$ cat src/sv/mbrtu_pkg.sv
// ----------------------------------------------------------------------------
// mbrtu_pkg: shared types and constants of the Modbus RTU master
// Command, result and status codes, sequencer states and the CRC-16 byte step.
// ----------------------------------------------------------------------------
package mbrtu_pkg;

    // Input commands carried in tuser.
    localparam logic [1:0] CMD_START = 2'd0;
    localparam logic [1:0] CMD_BYTE  = 2'd1;
    localparam logic [1:0] CMD_TICK  = 2'd2;

    // Result kinds carried in tuser.
    localparam logic [1:0] KIND_TX   = 2'd0;
    localparam logic [1:0] KIND_WORD = 2'd1;
    localparam logic [1:0] KIND_DONE = 2'd2;

    // Completion status codes.
    localparam logic [1:0] ST_OK     = 2'd0;
    localparam logic [1:0] ST_CRC    = 2'd1;
    localparam logic [1:0] ST_NORESP = 2'd2;

    // Configuration register indexes.
    localparam logic [1:0] CFG_SILENCE  = 2'd0;
    localparam logic [1:0] CFG_RESPONSE = 2'd1;
    localparam logic [1:0] CFG_RETRIES  = 2'd2;

    // Reset values of the configuration registers.
    localparam logic [15:0] SILENCE_RESET  = 16'd2;
    localparam logic [15:0] RESPONSE_RESET = 16'd1500;
    localparam logic [3:0]  RETRIES_RESET  = 4'd5;

    // Most data words returned for one frame.
    localparam logic [4:0] MAX_WORDS = 5'd31;

    // Transaction phase.
    typedef enum logic [1:0] {
        PH_IDLE,
        PH_WAIT,
        PH_RECV
    } phase_t;

    // Sequencer states.
    typedef enum logic [3:0] {
        S_READY,
        S_REQ_CRC,
        S_REQ_TX,
        S_FE_START,
        S_FE_FC,
        S_FE_BC,
        S_FE_CRC,
        S_FE_WLO,
        S_FE_WHI,
        S_FE_ONE,
        S_W_HI,
        S_W_LO,
        S_ZERO,
        S_DONE
    } state_t;

    // One byte through CRC-16/MODBUS (reflected polynomial 0xA001).
    function automatic logic [15:0] crc16_byte(input logic [15:0] crc_in,
                                               input logic [7:0]  data);
        logic [15:0] c;
        c = crc_in ^ {8'h00, data};
        for (int b = 0; b < 8; b++) begin
            c = c[0] ? ((c >> 1) ^ 16'hA001) : (c >> 1);
        end
        return c;
    endfunction

endpackage

$ cat src/sv/modbus_rtu_master_transaction.sv
// ----------------------------------------------------------------------------
// modbus_rtu_master_transaction: Modbus RTU master, one request at a time
// Builds and sends request frames, times responses, buffers received bytes
// and checks and decodes a frame once the line has gone silent.
// ----------------------------------------------------------------------------
//  Channel  Direction  Handshake                      Contents
//  s_axis   in         s_axis_tvalid / s_axis_tready  command, request, rx byte
//  m_axis   out        m_axis_tvalid / m_axis_tready  tx byte, data word, done
//  cfg      in         cfg_we                         timer and retry registers
//
//  A request runs six header bytes through the shared byte-wide CRC unit,
//  then sends eight bytes as output slots free. A frame check reads the
//  receive buffer one byte a cycle through its single read port while no
//  stall holds it. The input is not ready until the item's last word is in
//  the output register; a stalled output holds the sequencer. Reset is
//  asynchronous.
// ----------------------------------------------------------------------------
module modbus_rtu_master_transaction #(
    parameter int RX_BUFFER_DEPTH = 64
) (
    input  logic        clk,
    input  logic        rst_n,
    input  logic        s_axis_tvalid,
    output logic        s_axis_tready,
    // [7:0] func_code, [15:8] slave_addr, [31:16] start_addr,
    // [47:32] quantity, [55:48] rx_byte
    input  logic [55:0] s_axis_tdata,
    // [1:0] cmd
    input  logic [1:0]  s_axis_tuser,
    output logic        m_axis_tvalid,
    input  logic        m_axis_tready,
    // [7:0] tx_byte, [23:8] reg_value, [25:24] status, [31:26] zero
    output logic [31:0] m_axis_tdata,
    // [1:0] out_kind
    output logic [1:0]  m_axis_tuser,
    output logic        m_axis_tlast,
    input  logic        cfg_we,
    input  logic [1:0]  cfg_index,
    input  logic [15:0] cfg_data
);

    localparam int AW = $clog2(RX_BUFFER_DEPTH);
    localparam int CW = $clog2(RX_BUFFER_DEPTH + 1);
    localparam logic [CW-1:0] DEPTH_C = CW'(RX_BUFFER_DEPTH);

    // Configuration registers.
    logic [15:0] silence_ticks_reg, response_ticks_reg;
    logic [3:0]  max_retries_reg;

    // Sequencer and transaction state.
    mbrtu_pkg::state_t state_reg, state_next;
    mbrtu_pkg::phase_t phase_reg, phase_next;
    logic [CW-1:0] rx_count_reg, rx_count_next;
    logic [15:0]   sil_timer_reg, sil_timer_next;
    logic          sil_armed_reg, sil_armed_next;
    logic [15:0]   resp_timer_reg, resp_timer_next;
    logic          resp_armed_reg, resp_armed_next;
    logic [3:0]    retry_reg, retry_next;
    logic [7:0]    s_func_reg, s_func_next;
    logic [7:0]    s_slave_reg, s_slave_next;
    logic [15:0]   s_addr_reg, s_addr_next;
    logic [15:0]   s_qty_reg, s_qty_next;

    // Working registers of the shared unit.
    logic [15:0] crc_reg, crc_next;
    logic [7:0]  cnt_reg, cnt_next;
    logic [7:0]  bc_reg, bc_next;
    logic [4:0]  nw_reg, nw_next;
    logic [7:0]  fc_reg, fc_next;
    logic [7:0]  want_lo_reg, want_lo_next;
    logic [7:0]  hi_reg, hi_next;
    logic [1:0]  status_reg, status_next;

    // Output register.
    logic        m_valid_reg, m_valid_next;
    logic [1:0]  o_kind_reg, o_kind_next;
    logic [7:0]  o_tx_reg, o_tx_next;
    logic [15:0] o_val_reg, o_val_next;
    logic [1:0]  o_st_reg, o_st_next;
    logic        o_last_reg, o_last_next;

    // Receive buffer.
    logic [7:0]    rx_mem [RX_BUFFER_DEPTH];
    logic [7:0]    rd_data_reg;
    logic [AW-1:0] rd_addr;
    logic [8:0]    addr_full;
    logic          mem_we;

    // Combinational helpers.
    logic        accept;
    logic        slot_free;
    logic [1:0]  cmd;
    logic [7:0]  req_byte;
    logic [7:0]  tx_sel;
    logic [8:0]  bc_plus5;
    logic [8:0]  bc_half;
    logic [15:0] crc_step;
    logic [8:0]  cnt_ext;

    assign s_axis_tready = (state_reg == mbrtu_pkg::S_READY);
    assign accept        = s_axis_tvalid && s_axis_tready;
    assign cmd           = s_axis_tuser;
    assign slot_free     = !m_valid_reg || m_axis_tready;
    assign cnt_ext       = {1'b0, cnt_reg};
    assign bc_plus5      = {1'b0, bc_reg} + 9'd5;
    assign bc_half       = ({1'b0, rd_data_reg} + 9'd1) >> 1;

    assign m_axis_tvalid = m_valid_reg;
    assign m_axis_tuser  = o_kind_reg;
    assign m_axis_tlast  = o_last_reg;
    assign m_axis_tdata  = {6'd0, o_st_reg, o_val_reg, o_tx_reg};

    // Request frame byte for the sequence index.
    always_comb begin
        case (cnt_reg[2:0])
            3'd0:    req_byte = s_slave_reg;
            3'd1:    req_byte = s_func_reg;
            3'd2:    req_byte = s_addr_reg[15:8];
            3'd3:    req_byte = s_addr_reg[7:0];
            3'd4:    req_byte = s_qty_reg[15:8];
            3'd5:    req_byte = s_qty_reg[7:0];
            3'd6:    req_byte = crc_reg[7:0];
            default: req_byte = crc_reg[15:8];
        endcase
    end

    // The shared CRC unit takes a request byte or a buffered byte.
    assign tx_sel   = (state_reg == mbrtu_pkg::S_REQ_CRC) ? req_byte : rd_data_reg;
    assign crc_step = mbrtu_pkg::crc16_byte(crc_reg, tx_sel);

    // Configuration writes.
    always_ff @(posedge clk or negedge rst_n) begin
        if (!rst_n) begin
            silence_ticks_reg  <= mbrtu_pkg::SILENCE_RESET;
            response_ticks_reg <= mbrtu_pkg::RESPONSE_RESET;
            max_retries_reg    <= mbrtu_pkg::RETRIES_RESET;
        end
        else if (cfg_we) begin
            unique case (cfg_index)
                mbrtu_pkg::CFG_SILENCE:  silence_ticks_reg  <= cfg_data;
                mbrtu_pkg::CFG_RESPONSE: response_ticks_reg <= cfg_data;
                mbrtu_pkg::CFG_RETRIES:  max_retries_reg    <= cfg_data[3:0];
                default: ;
            endcase
        end
    end

    // Receive buffer: one write port, one registered read port.
    assign mem_we = accept && (cmd == mbrtu_pkg::CMD_BYTE) &&
                    (phase_reg != mbrtu_pkg::PH_IDLE) && (rx_count_reg < DEPTH_C);

    always_ff @(posedge clk) begin
        if (mem_we) begin
            rx_mem[rx_count_reg[AW-1:0]] <= s_axis_tdata[55:48];
        end
        rd_data_reg <= rx_mem[rd_addr];
    end

    assign rd_addr = addr_full[AW-1:0];

    // Sequencer state and working registers.
    always_ff @(posedge clk or negedge rst_n) begin
        if (!rst_n) begin
            state_reg      <= mbrtu_pkg::S_READY;
            phase_reg      <= mbrtu_pkg::PH_IDLE;
            rx_count_reg   <= '0;
            sil_timer_reg  <= '0;
            sil_armed_reg  <= 1'b0;
            resp_timer_reg <= '0;
            resp_armed_reg <= 1'b0;
            retry_reg      <= '0;
            s_func_reg     <= '0;
            s_slave_reg    <= '0;
            s_addr_reg     <= '0;
            s_qty_reg      <= '0;
            m_valid_reg    <= 1'b0;
        end
        else begin
            state_reg      <= state_next;
            phase_reg      <= phase_next;
            rx_count_reg   <= rx_count_next;
            sil_timer_reg  <= sil_timer_next;
            sil_armed_reg  <= sil_armed_next;
            resp_timer_reg <= resp_timer_next;
            resp_armed_reg <= resp_armed_next;
            retry_reg      <= retry_next;
            s_func_reg     <= s_func_next;
            s_slave_reg    <= s_slave_next;
            s_addr_reg     <= s_addr_next;
            s_qty_reg      <= s_qty_next;
            m_valid_reg    <= m_valid_next;
        end
    end

    // Payload registers need no reset.
    always_ff @(posedge clk) begin
        crc_reg     <= crc_next;
        cnt_reg     <= cnt_next;
        bc_reg      <= bc_next;
        nw_reg      <= nw_next;
        fc_reg      <= fc_next;
        want_lo_reg <= want_lo_next;
        hi_reg      <= hi_next;
        status_reg  <= status_next;
        o_kind_reg  <= o_kind_next;
        o_tx_reg    <= o_tx_next;
        o_val_reg   <= o_val_next;
        o_st_reg    <= o_st_next;
        o_last_reg  <= o_last_next;
    end

    // Next state and outputs.
    always_comb begin
        state_next      = state_reg;
        phase_next      = phase_reg;
        rx_count_next   = rx_count_reg;
        sil_timer_next  = sil_timer_reg;
        sil_armed_next  = sil_armed_reg;
        resp_timer_next = resp_timer_reg;
        resp_armed_next = resp_armed_reg;
        retry_next      = retry_reg;
        s_func_next     = s_func_reg;
        s_slave_next    = s_slave_reg;
        s_addr_next     = s_addr_reg;
        s_qty_next      = s_qty_reg;
        crc_next        = crc_reg;
        cnt_next        = cnt_reg;
        bc_next         = bc_reg;
        nw_next         = nw_reg;
        fc_next         = fc_reg;
        want_lo_next    = want_lo_reg;
        hi_next         = hi_reg;
        status_next     = status_reg;
        addr_full       = cnt_ext;
        m_valid_next    = m_valid_reg && !m_axis_tready;
        o_kind_next     = o_kind_reg;
        o_tx_next       = o_tx_reg;
        o_val_next      = o_val_reg;
        o_st_next       = o_st_reg;
        o_last_next     = o_last_reg;

        unique case (state_reg)
            mbrtu_pkg::S_READY: begin
                if (accept) begin
                    unique case (cmd)
                        mbrtu_pkg::CMD_START: begin
                            s_func_next     = s_axis_tdata[7:0];
                            s_slave_next    = s_axis_tdata[15:8];
                            s_addr_next     = s_axis_tdata[31:16];
                            s_qty_next      = s_axis_tdata[47:32];
                            retry_next      = '0;
                            rx_count_next   = '0;
                            sil_armed_next  = 1'b0;
                            sil_timer_next  = '0;
                            resp_timer_next = response_ticks_reg;
                            resp_armed_next = 1'b1;
                            phase_next      = mbrtu_pkg::PH_WAIT;
                            crc_next        = 16'hFFFF;
                            cnt_next        = '0;
                            state_next      = mbrtu_pkg::S_REQ_CRC;
                        end
                        mbrtu_pkg::CMD_BYTE: begin
                            if (phase_reg != mbrtu_pkg::PH_IDLE) begin
                                if (rx_count_reg < DEPTH_C) begin
                                    rx_count_next = rx_count_reg + 1'b1;
                                end
                                sil_timer_next  = silence_ticks_reg;
                                sil_armed_next  = 1'b1;
                                resp_armed_next = 1'b0;
                                phase_next      = mbrtu_pkg::PH_RECV;
                            end
                        end
                        mbrtu_pkg::CMD_TICK: begin
                            if (phase_reg != mbrtu_pkg::PH_IDLE && sil_armed_reg) begin
                                if (sil_timer_reg == '0) begin
                                    // Silence expired: the frame is complete.
                                    sil_armed_next  = 1'b0;
                                    sil_timer_next  = '0;
                                    resp_armed_next = 1'b0;
                                    retry_next      = '0;
                                    state_next      = mbrtu_pkg::S_FE_START;
                                end
                                else begin
                                    sil_timer_next = sil_timer_reg - 16'd1;
                                end
                            end
                            else if (phase_reg != mbrtu_pkg::PH_IDLE && resp_armed_reg) begin
                                if (resp_timer_reg <= 16'd1) begin
                                    resp_timer_next = '0;
                                    resp_armed_next = 1'b0;
                                    if (retry_reg < max_retries_reg) begin
                                        retry_next      = retry_reg + 4'd1;
                                        rx_count_next   = '0;
                                        sil_armed_next  = 1'b0;
                                        sil_timer_next  = '0;
                                        resp_timer_next = response_ticks_reg;
                                        resp_armed_next = 1'b1;
                                        phase_next      = mbrtu_pkg::PH_WAIT;
                                        crc_next        = 16'hFFFF;
                                        cnt_next        = '0;
                                        state_next      = mbrtu_pkg::S_REQ_CRC;
                                    end
                                    else begin
                                        retry_next  = '0;
                                        status_next = mbrtu_pkg::ST_NORESP;
                                        state_next  = mbrtu_pkg::S_DONE;
                                    end
                                end
                                else begin
                                    resp_timer_next = resp_timer_reg - 16'd1;
                                end
                            end
                        end
                        default: ;
                    endcase
                end
            end

            // Request CRC over the six header bytes, one byte a cycle.
            mbrtu_pkg::S_REQ_CRC: begin
                crc_next = crc_step;
                if (cnt_reg == 8'd5) begin
                    cnt_next   = '0;
                    state_next = mbrtu_pkg::S_REQ_TX;
                end
                else begin
                    cnt_next = cnt_reg + 8'd1;
                end
            end

            // Send the eight request bytes.
            mbrtu_pkg::S_REQ_TX: begin
                if (slot_free) begin
                    m_valid_next = 1'b1;
                    o_kind_next  = mbrtu_pkg::KIND_TX;
                    o_tx_next    = req_byte;
                    o_val_next   = '0;
                    o_st_next    = mbrtu_pkg::ST_OK;
                    o_last_next  = (cnt_reg == 8'd7);
                    cnt_next     = cnt_reg + 8'd1;
                    if (cnt_reg == 8'd7) begin
                        state_next = mbrtu_pkg::S_READY;
                    end
                end
            end

            // Frame check: fetch the function code.
            mbrtu_pkg::S_FE_START: begin
                addr_full = 9'd1;
                if (rx_count_reg >= CW'(2)) begin
                    state_next = mbrtu_pkg::S_FE_FC;
                end
                else begin
                    status_next = mbrtu_pkg::ST_CRC;
                    state_next  = mbrtu_pkg::S_DONE;
                end
            end

            mbrtu_pkg::S_FE_FC: begin
                addr_full = 9'd2;
                fc_next   = rd_data_reg;
                if (rd_data_reg < 8'd1 || rd_data_reg > 8'd6) begin
                    // Unknown function: send the request again.
                    rx_count_next   = '0;
                    sil_armed_next  = 1'b0;
                    sil_timer_next  = '0;
                    resp_timer_next = response_ticks_reg;
                    resp_armed_next = 1'b1;
                    phase_next      = mbrtu_pkg::PH_WAIT;
                    crc_next        = 16'hFFFF;
                    cnt_next        = '0;
                    state_next      = mbrtu_pkg::S_REQ_CRC;
                end
                else if (rx_count_reg < CW'(3)) begin
                    status_next = mbrtu_pkg::ST_CRC;
                    state_next  = mbrtu_pkg::S_DONE;
                end
                else begin
                    state_next = mbrtu_pkg::S_FE_BC;
                end
            end

            // Byte count: word count and length check.
            mbrtu_pkg::S_FE_BC: begin
                addr_full = 9'd0;
                bc_next   = rd_data_reg;
                nw_next   = (bc_half > 9'(mbrtu_pkg::MAX_WORDS)) ?
                            mbrtu_pkg::MAX_WORDS : bc_half[4:0];
                crc_next  = 16'hFFFF;
                cnt_next  = '0;
                cnt_next  = '0;
                if ({{(10-CW){1'b0}}, rx_count_reg} >= ({1'b0, rd_data_reg} + 10'd5)) begin
                    state_next = mbrtu_pkg::S_FE_CRC;
                end
                else begin
                    state_next = mbrtu_pkg::S_ZERO;
                end
            end

            // Frame CRC over bytes 0 .. bc+2, one byte a cycle.
            mbrtu_pkg::S_FE_CRC: begin
                crc_next  = crc_step;
                addr_full = cnt_ext + 9'd1;
                cnt_next  = cnt_reg + 8'd1;
                if (cnt_ext == ({1'b0, bc_reg} + 9'd2)) begin
                    state_next = mbrtu_pkg::S_FE_WLO;
                end
            end

            mbrtu_pkg::S_FE_WLO: begin
                want_lo_next = rd_data_reg;
                addr_full    = bc_plus5 - 9'd1;
                state_next   = mbrtu_pkg::S_FE_WHI;
            end

            mbrtu_pkg::S_FE_WHI: begin
                addr_full = 9'd3;
                cnt_next  = '0;
                if (crc_reg == {rd_data_reg, want_lo_reg}) begin
                    if (fc_reg == 8'd1 || fc_reg == 8'd2 || fc_reg == 8'd5) begin
                        state_next = mbrtu_pkg::S_FE_ONE;
                    end
                    else if (nw_reg == '0) begin
                        status_next = mbrtu_pkg::ST_OK;
                        state_next  = mbrtu_pkg::S_DONE;
                    end
                    else begin
                        state_next = mbrtu_pkg::S_W_HI;
                    end
                end
                else begin
                    state_next = mbrtu_pkg::S_ZERO;
                end
            end

            // Single data byte for the bit functions.
            mbrtu_pkg::S_FE_ONE: begin
                addr_full = 9'd3;
                if (slot_free) begin
                    m_valid_next = 1'b1;
                    o_kind_next  = mbrtu_pkg::KIND_WORD;
                    o_tx_next    = '0;
                    o_val_next   = {8'd0, rd_data_reg};
                    o_st_next    = mbrtu_pkg::ST_OK;
                    o_last_next  = 1'b0;
                    status_next  = mbrtu_pkg::ST_OK;
                    state_next   = mbrtu_pkg::S_DONE;
                end
            end

            // Register words: high byte, then low byte.
            mbrtu_pkg::S_W_HI: begin
                hi_next    = rd_data_reg;
                addr_full  = {cnt_ext[7:0], 1'b0} + 9'd4;
                state_next = mbrtu_pkg::S_W_LO;
            end

            mbrtu_pkg::S_W_LO: begin
                addr_full = {cnt_ext[7:0], 1'b0} + 9'd4;
                if (slot_free) begin
                    m_valid_next = 1'b1;
                    o_kind_next  = mbrtu_pkg::KIND_WORD;
                    o_tx_next    = '0;
                    o_val_next   = {hi_reg, rd_data_reg};
                    o_st_next    = mbrtu_pkg::ST_OK;
                    o_last_next  = 1'b0;
                    cnt_next     = cnt_reg + 8'd1;
                    addr_full    = {cnt_ext[7:0], 1'b0} + 9'd5;
                    if (cnt_reg == {3'd0, nw_reg - 5'd1}) begin
                        status_next = mbrtu_pkg::ST_OK;
                        state_next  = mbrtu_pkg::S_DONE;
                    end
                    else begin
                        state_next = mbrtu_pkg::S_W_HI;
                    end
                end
            end

            // Failed check: zero words, then the error status.
            mbrtu_pkg::S_ZERO: begin
                if (cnt_reg == {3'd0, nw_reg}) begin
                    status_next = mbrtu_pkg::ST_CRC;
                    state_next  = mbrtu_pkg::S_DONE;
                end
                else if (slot_free) begin
                    m_valid_next = 1'b1;
                    o_kind_next  = mbrtu_pkg::KIND_WORD;
                    o_tx_next    = '0;
                    o_val_next   = '0;
                    o_st_next    = mbrtu_pkg::ST_OK;
                    o_last_next  = 1'b0;
                    cnt_next     = cnt_reg + 8'd1;
                end
            end

            // Done word closes the transaction.
            mbrtu_pkg::S_DONE: begin
                if (slot_free) begin
                    m_valid_next    = 1'b1;
                    o_kind_next     = mbrtu_pkg::KIND_DONE;
                    o_tx_next       = '0;
                    o_val_next      = '0;
                    o_st_next       = status_reg;
                    o_last_next     = 1'b1;
                    phase_next      = mbrtu_pkg::PH_IDLE;
                    resp_armed_next = 1'b0;
                    sil_armed_next  = 1'b0;
                    state_next      = mbrtu_pkg::S_READY;
                end
            end

            default: state_next = mbrtu_pkg::S_READY;
        endcase
    end

endmodule
$ cat config.mk
export PLATFORM = sky130hd
export DESIGN_NAME = modbus_rtu_master_transaction
export DESIGN_NICKNAME = d
export VERILOG_FILES = /design/src/sv/mbrtu_pkg.sv /design/src/sv/modbus_rtu_master_transaction.sv
export SDC_FILE = /design/constraint.sdc
export NUM_CORES = 1
export LEC_CHECK = 0
export ABC_AREA = 1
export BUFFER_PORTS_ARGS = -buffer_cell sky130_fd_sc_hd__buf_2
export CORE_AREA = 2 2 264 266
export DETAILED_ROUTE_END_ITERATION = 6
export DIE_AREA = 0 0 266 268
export GPL_TIMING_DRIVEN = 0
export PLACE_DENSITY = 0.66
export SLEW_MARGIN = 5
export SYNTH_ARGS = -nofsm -noshare
export SYNTH_HDL_FRONTEND = slang
export SYNTH_SLANG_ARGS = --single-unit
$ cat constraint.sdc
create_clock -name clk -period 5.3 [get_ports clk]
set_input_delay 1.06 -clock clk [delete_from_list [all_inputs] [get_ports clk]]
set_output_delay 1.06 -clock clk [all_outputs]
set_load 0.005 [all_outputs]
==> run metrics, run 1 <==
Initial Util=49.6%; CP endpoint kind=flip-flop; post-route setup slack=1.37 ns; Max-slew headroom=12.1%; Max-Cap Viols=0; Die Wd=266 um; clock transition at the registers of the reported paths=0.06 ns; Critical Path AT=4.19 ns; fin area=0.0382 mm^2; Routed Antenna Nets=0; HP Class=input port to asynchronous set/reset pin; CTS sink cnt=748; final hold vios=0; ANT cells=0; drt wl/cell=22.5 um; Total GRT Usage=25.7%; Num CTS Buffers=80; CTS tree=built; CP Launch Type=flip-flop; via count=23900; 1st-iter DRT viols=2538; #FFs+latches synth=748; Fin Setup TNS=0 ns; Max VDD drop=397 uV; Residual DRC=0; CP max FO=8; filler cell count=5727; synth warn=0; outcome=finished, final reports clean; pwr/cell area=666 mW/mm^2; Clock Tree Root=clkbuf_16; initial antenna violation count=0; Synth Area per Inst=11.5 um^2; transition time of the tightest slew-check pin=1.32 ns; RSZ-0062 raised after global routing=no; chip height=268 um; die area=0.0713 mm^2; PostCTS Resize Cnt=0; # rows=96; vias in the first global route=23300; Hold-fix buffers, CTS=0; first-pass GRT wire length=138000 um; Period Utilization, post-route=74.2%; Final setup viols=0; later-pin clock latency in the skew report=0.64 ns; routability cong.=0.953; number of flip-flops in the largest register=512; post-route minimum period=3.93 ns; layout cells sized above 1=14.2%; IO buf count=111; Crit path required time=5.56 ns; post-CTS setup repair buffer count=0; first-pass detailed-route iteration total=7; Worst Setup Path Type=flip-flop to flip-flop; largest net degree at the start of global routing=83; f_max=0.254 GHz; Synth cell types=60; Mapped Cells=2939; Max clock buf depth=3; htree depth=3; Top FF cell, synth=edfxtp_1; WL final=91800 um; Setup Skew=0.0239 ns; pre-CTS setup slack=1.01 ns; sequential area share after synthesis=64.2%; post-placement cell area=0.0356 mm^2; global route total overflow=0; fin. max-slew vios=0; Ports=118; final-stage net count=3252; Core Area=0.0682 mm^2; Leakage=14.0 nW; Area Growth Syn to Fin=13.1%; Via density=5.85; mapped cell area=0.0338 mm^2; Post-DP HPWL=63300 um; Async SR Flop Fraction=18.2%; power consumption=25.5 mW; Post-synth EDFFs=604
-- worst max-delay path, cell delays in order (launching register included) --
cell     delay (ns)
dfrtp_1        0.48
inv_2          0.15
nand2_2        0.16
nor2_4         0.25
inv_4          0.08
nor2_1         0.20
nand4_1        0.18
nor2_1         0.27
nand3_1        0.83
nor2_1         0.96
-- layer usage --
layer / GRT usage, % / up-vias / part of all wire, %
li1: - / 11000 / -
met1: 33.8 / 11600 / 41
met2: 42.0 / 1083 / 47
met3: 4.41 / 235 / 7.6
met4: 11.4 / 0 / 4.6
met5: 0 / - / 0
-- synth_stat cells (24+ instances only) --
cell	instances	area, um^2
a21oi_1	51	255
buf_2	67	335
clkbuf_1	44	165
dfrtp_1	126	3150
edfxtp_1	604	18100
ha_1	31	388
inv_1	185	694
mux2_2	46	518
nand2_1	305	1140
nand3_1	364	1820
nor2_1	224	841
nor3_1	26	130
o211ai_1	260	1950
o21ai_0	100	500
or2_0	89	557
or2_1	137	857
xnor2_1	24	210
xor2_1	43	377
-- power by group --
part	total, mW	internal (mW)	switching [mW]	leakage (nW)
Sequential	7.77	7.24	0.535	7.18
Combinational	12.0	3.81	8.22	5.52
Clock	5.66	3.33	2.33	1.30
Total	25.5	14.4	11.1	14.0
-- cell usage in the layout (no fill, tap or decap), drive strengths merged, types with 6 or more instances in the layout --
cell type and n:
ha 31, nand3 365, dfxtp 8, nor2 232, nand2 311, nand4 23
bufinv 9, nor3 27, edfxtp 604, dfstp 10, inv 208, a221oi 7
o21ai 102, a21oi 51, conb 6, buf 206, a22oi 10, clkinv 36
xnor2 24, dfrtp 126, o211ai 260, clkbuf 151, or2 243, nor4 11
xor2 43, mux2 46, o22ai 20
-- per-stage QoR --
step	hold WS, ns	cells	util [%]
floorplan	0.450	2944	-
global placement	0.472	3937	52.0
detailed placement	0.475	3940	52.1
CTS	0.487	4085	56.0
global route	0.504	4085	56.0
finish	0.473	4085	56.0
-- logic make-up after synthesis --
| family | after synthesis | synth area share (%) |
|---|---|---|
| AND/OR/NAND/NOR | 1216 | 17.2 |
| other | 1 | 0.0111 |
| AO/OA/AOI/OAI | 474 | 9.61 |
| XOR/XNOR | 67 | 1.74 |
| buffers and inverters | 356 | 4.49 |
| flip-flops | 748 | 64.2 |
| adder cells (fa/ha/maj) | 31 | 1.15 |
| multiplexers | 46 | 1.53 |
-- final timing paths --
path | startpoint | to | slack, ns | cells past startpoint
min in group clk | response_ticks_reg[5] | response_ticks_reg[5] | 0.49 | 2
setup / recovery | state_reg[1] | rx_mem[52][2] | 1.37 | 9
setup reg to reg | state_reg[1] | rx_mem[52][2] | 1.37 | 9
hold reg to reg | response_ticks_reg[5] | response_ticks_reg[5] | 0.49 | 2
hold / removal | rst_n | s_addr_reg[0] | 0.47 | 1
max in group asynchronous | rst_n | silence_ticks_reg[1] | 4.05 | 2
-- final cells by class --
cell class | count | area (um^2) | area share [%]
sequential | 748 | 21700 | 56.8
clock buffer | 94 | 2130 | 5.56
inverter | 207 | 779 | 2.04
buffer | 149 | 738 | 1.93
timing repair buffer | 114 | 626 | 1.64
multi-input combinational | 1840 | 10600 | 27.8
clock inverter | 51 | 531 | 1.39
tap | 882 | 1100 | 2.89
Power figures use the tool's default switching activity.
==> run 2, diff against run 1 <==
clock period = 4 ns   (was 5.3 ns; I/O delays follow)
==> run 2 against run 1 <==
Worst setup slack got worse by 1.3 ns. Clock skew barely moved. Power rose by 33%. Final area barely moved. Register-to-register slack got worse by 1.3 ns. Critical endpoint is now rx_mem[51][0]. Largest power group unchanged.
==> run metrics, run 2 (synthesis gave the netlist of run 1 again) <==
f_max=0.257 GHz (was 0.254 GHz); Period Utilization, post-route=97.4% (was 74.2%); Worst path max stage delay=0.94 ns (was 0.96 ns); cell repeated most along the worst path=nor2_1 (unchanged); final-stage net count=3252 (unchanged); via count=24000 (was 23900); first-pass detailed-route iteration total=6 (was 7); transition time of the tightest slew-check pin=1.32 ns (about the same); fin. max-slew vios=0 (unchanged); htree depth=3 (unchanged); Post-DP HPWL=63300 um (unchanged); initial antenna violation count=0 (unchanged); later-pin clock latency in the skew report=0.65 ns (was 0.64 ns); clock transition at the registers of the reported paths=0.06 ns (about the same); vias in the first global route=23300 (unchanged); post-route setup slack=0.105 ns (was 1.37 ns); final hold vios=0 (unchanged); Crit path required time=4.26 ns (was 5.56 ns); Core Area=0.0682 mm^2 (unchanged); ANT cells=0 (unchanged); Max-Cap Viols=0 (unchanged); reg2reg setup slack=0.10 ns (was 1.37 ns); commonest non-fill, non-tap cell in the layout=edfxtp_1 (unchanged); Ports=118 (unchanged); drt wl/cell=22.5 um (about the same); layout cells sized above 1=14.3% (was 14.2%); CP endpoint kind=flip-flop (unchanged); first-pass GRT wire length=138000 um (unchanged); Initial Util=49.6% (unchanged); largest net degree at the start of global routing=83 (unchanged); routability cong.=0.953 (unchanged); Max clock buf depth=3 (unchanged); number of flip-flops in the largest register=512 (unchanged); outcome=finished, final reports clean (unchanged); post-CTS setup repair buffer count=0 (unchanged); CTS sink cnt=748 (unchanged); r2r startpoint=state_reg[1] (unchanged); Residual DRC=0 (unchanged); pwr/cell area=883 mW/mm^2 (was 666 mW/mm^2); pre-CTS setup slack=-0.0290 ns (was 1.01 ns); CP Launch Type=flip-flop (unchanged); Clock Tree Root=clkbuf_16 (unchanged); r2r endpoint=rx_mem[51][0] (was rx_mem[52][2]); RSZ-0062 raised after global routing=yes (was no); Die Wd=266 um (unchanged); Cell Chain, Critical Path=inv_2, nand2_2, nor2_4, inv_4, nor2_1, nand4_1, nor2_1, nand3_1, nor2_1 (unchanged); Setup Skew=0.0244 ns (was 0.0239 ns); power consumption=33.8 mW (was 25.5 mW); global route total overflow=0 (unchanged); HP Class=input port to asynchronous set/reset pin (unchanged); Area Growth Syn to Fin=13.1% (about the same); Max VDD drop=526 uV (was 397 uV); WL final=91900 um (was 91800 um); CP max FO=8 (unchanged); post-route minimum period=3.90 ns (was 3.93 ns); Final setup viols=0 (unchanged); Routed Antenna Nets=0 (unchanged); Critical Path AT=4.15 ns (was 4.19 ns); Worst Setup Path Type=flip-flop to flip-flop (unchanged); IO buf count=111 (unchanged); Leakage=14.0 nW (about the same); CTS tree=built (unchanged); Max-slew headroom=12.0% (was 12.1%); Register-to-Register Path Depth=9 (unchanged); commonest cells after routing, fill and taps aside=edfxtp_1, nand3_1, nand2_1, o211ai_1, nor2_1 (unchanged); Slowest cell on crit path=nor2_1 (unchanged); Num CTS Buffers=80 (unchanged); # rows=96 (unchanged); chip height=268 um (unchanged); die area=0.0713 mm^2 (unchanged); Via density=5.86 (was 5.85); 1st-iter DRT viols=2579 (was 2538); Total GRT Usage=25.7% (unchanged)
[run 2: cell counts in the layout (fill, tap and decap cells not counted)]
No cell type changed its count.
[run 2: area by class of cell]
| cell class | instances | area (um^2) |
|---|---|---|
| fillers | 5727 | 30000 |
| flip-flops and latches | 748 | 21700 |
| multi-input cells | 1840 | 10600 |
| clock buffers | 94 | 2130 |
| well taps | 882 | 1100 |
| inverters | 207 | 779 |
| plain buffers | 149 | 738 |
| repair buffers | 114 | 626 |
| clock inverters | 51 | 531 |
[run 2: critical path: cells and delay by family (launching register included)]
kind | cells | cell delay [ns]
AND/OR/NAND/NOR | 7 | 2.80
flip-flops | 1 | 0.48
buffers and inverters | 2 | 0.23
[run 2: layer usage]
metal  track usage [%]  vias to the layer above  wire, um
li1                  -                    11000         -
met1              33.8                    11600     37700
met2              42.0                     1110     42800
met3              4.41                      249      7110
met4              11.4                        0      4300
met5                 0                        -         0
[run 2: how the worst max path moves through the flow]
| stage | start | end | slack, ns | depth (start not counted) |
|---|---|---|---|---|
| 2_1_floorplan | s_axis_tuser[0] | cnt_reg[0] | 0.73 | 9 |
| 3_5_place_dp | s_axis_tuser[1] | rx_mem[3][1] | -0.03 | 8 |
| 4_1_cts | state_reg[1] | rx_mem[3][6] | 0.26 | 9 |
| 6_report | state_reg[1] | rx_mem[51][0] | 0.10 | 9 |
| 5_1_grt | state_reg[1] | rx_mem[60][6] | -0.07 | 9 |
| 3_3_place_gp | s_axis_tuser[0] | cnt_reg[7] | -0.30 | 10 |
[run 2: timing repair]
action                                  in CTS  in global routing
resized for setup                            0                  4
endpoints found under the setup margin       0                 61
hold buffers                                 0                  0
[run 2: metrics by stage]
| step | instance area, um^2 | TNS, ns | hold WS, ns | utilization [%] | cells |
|---|---|---|---|---|---|
| 6_report | 38200 | 0 | 0.208 | 56.0 | 4085 |
| 3_5_place_dp | 35600 | -1.03 | 0.475 | 52.1 | 3940 |
| 3_3_place_gp | 35500 | -4.18 | 0.472 | 52.0 | 3937 |
| 5_1_grt | 38200 | -1.16 | 0.271 | 56.0 | 4085 |
| 4_1_cts | 38200 | 0 | 0.227 | 56.0 | 4085 |
| 2_1_floorplan | 33800 | 0 | 0.450 | - | 2944 |
[run 2: power breakdown]
| part | total [mW] | leakage [nW] | switching [mW] | internal (mW) |
|---|---|---|---|---|
| Combinational | 16.0 | 5.52 | 10.9 | 5.05 |
| Clock | 7.50 | 1.30 | 3.10 | 4.41 |
| Sequential | 10.3 | 7.18 | 0.712 | 9.59 |
| Total | 33.8 | 14.0 | 14.7 | 19.0 |
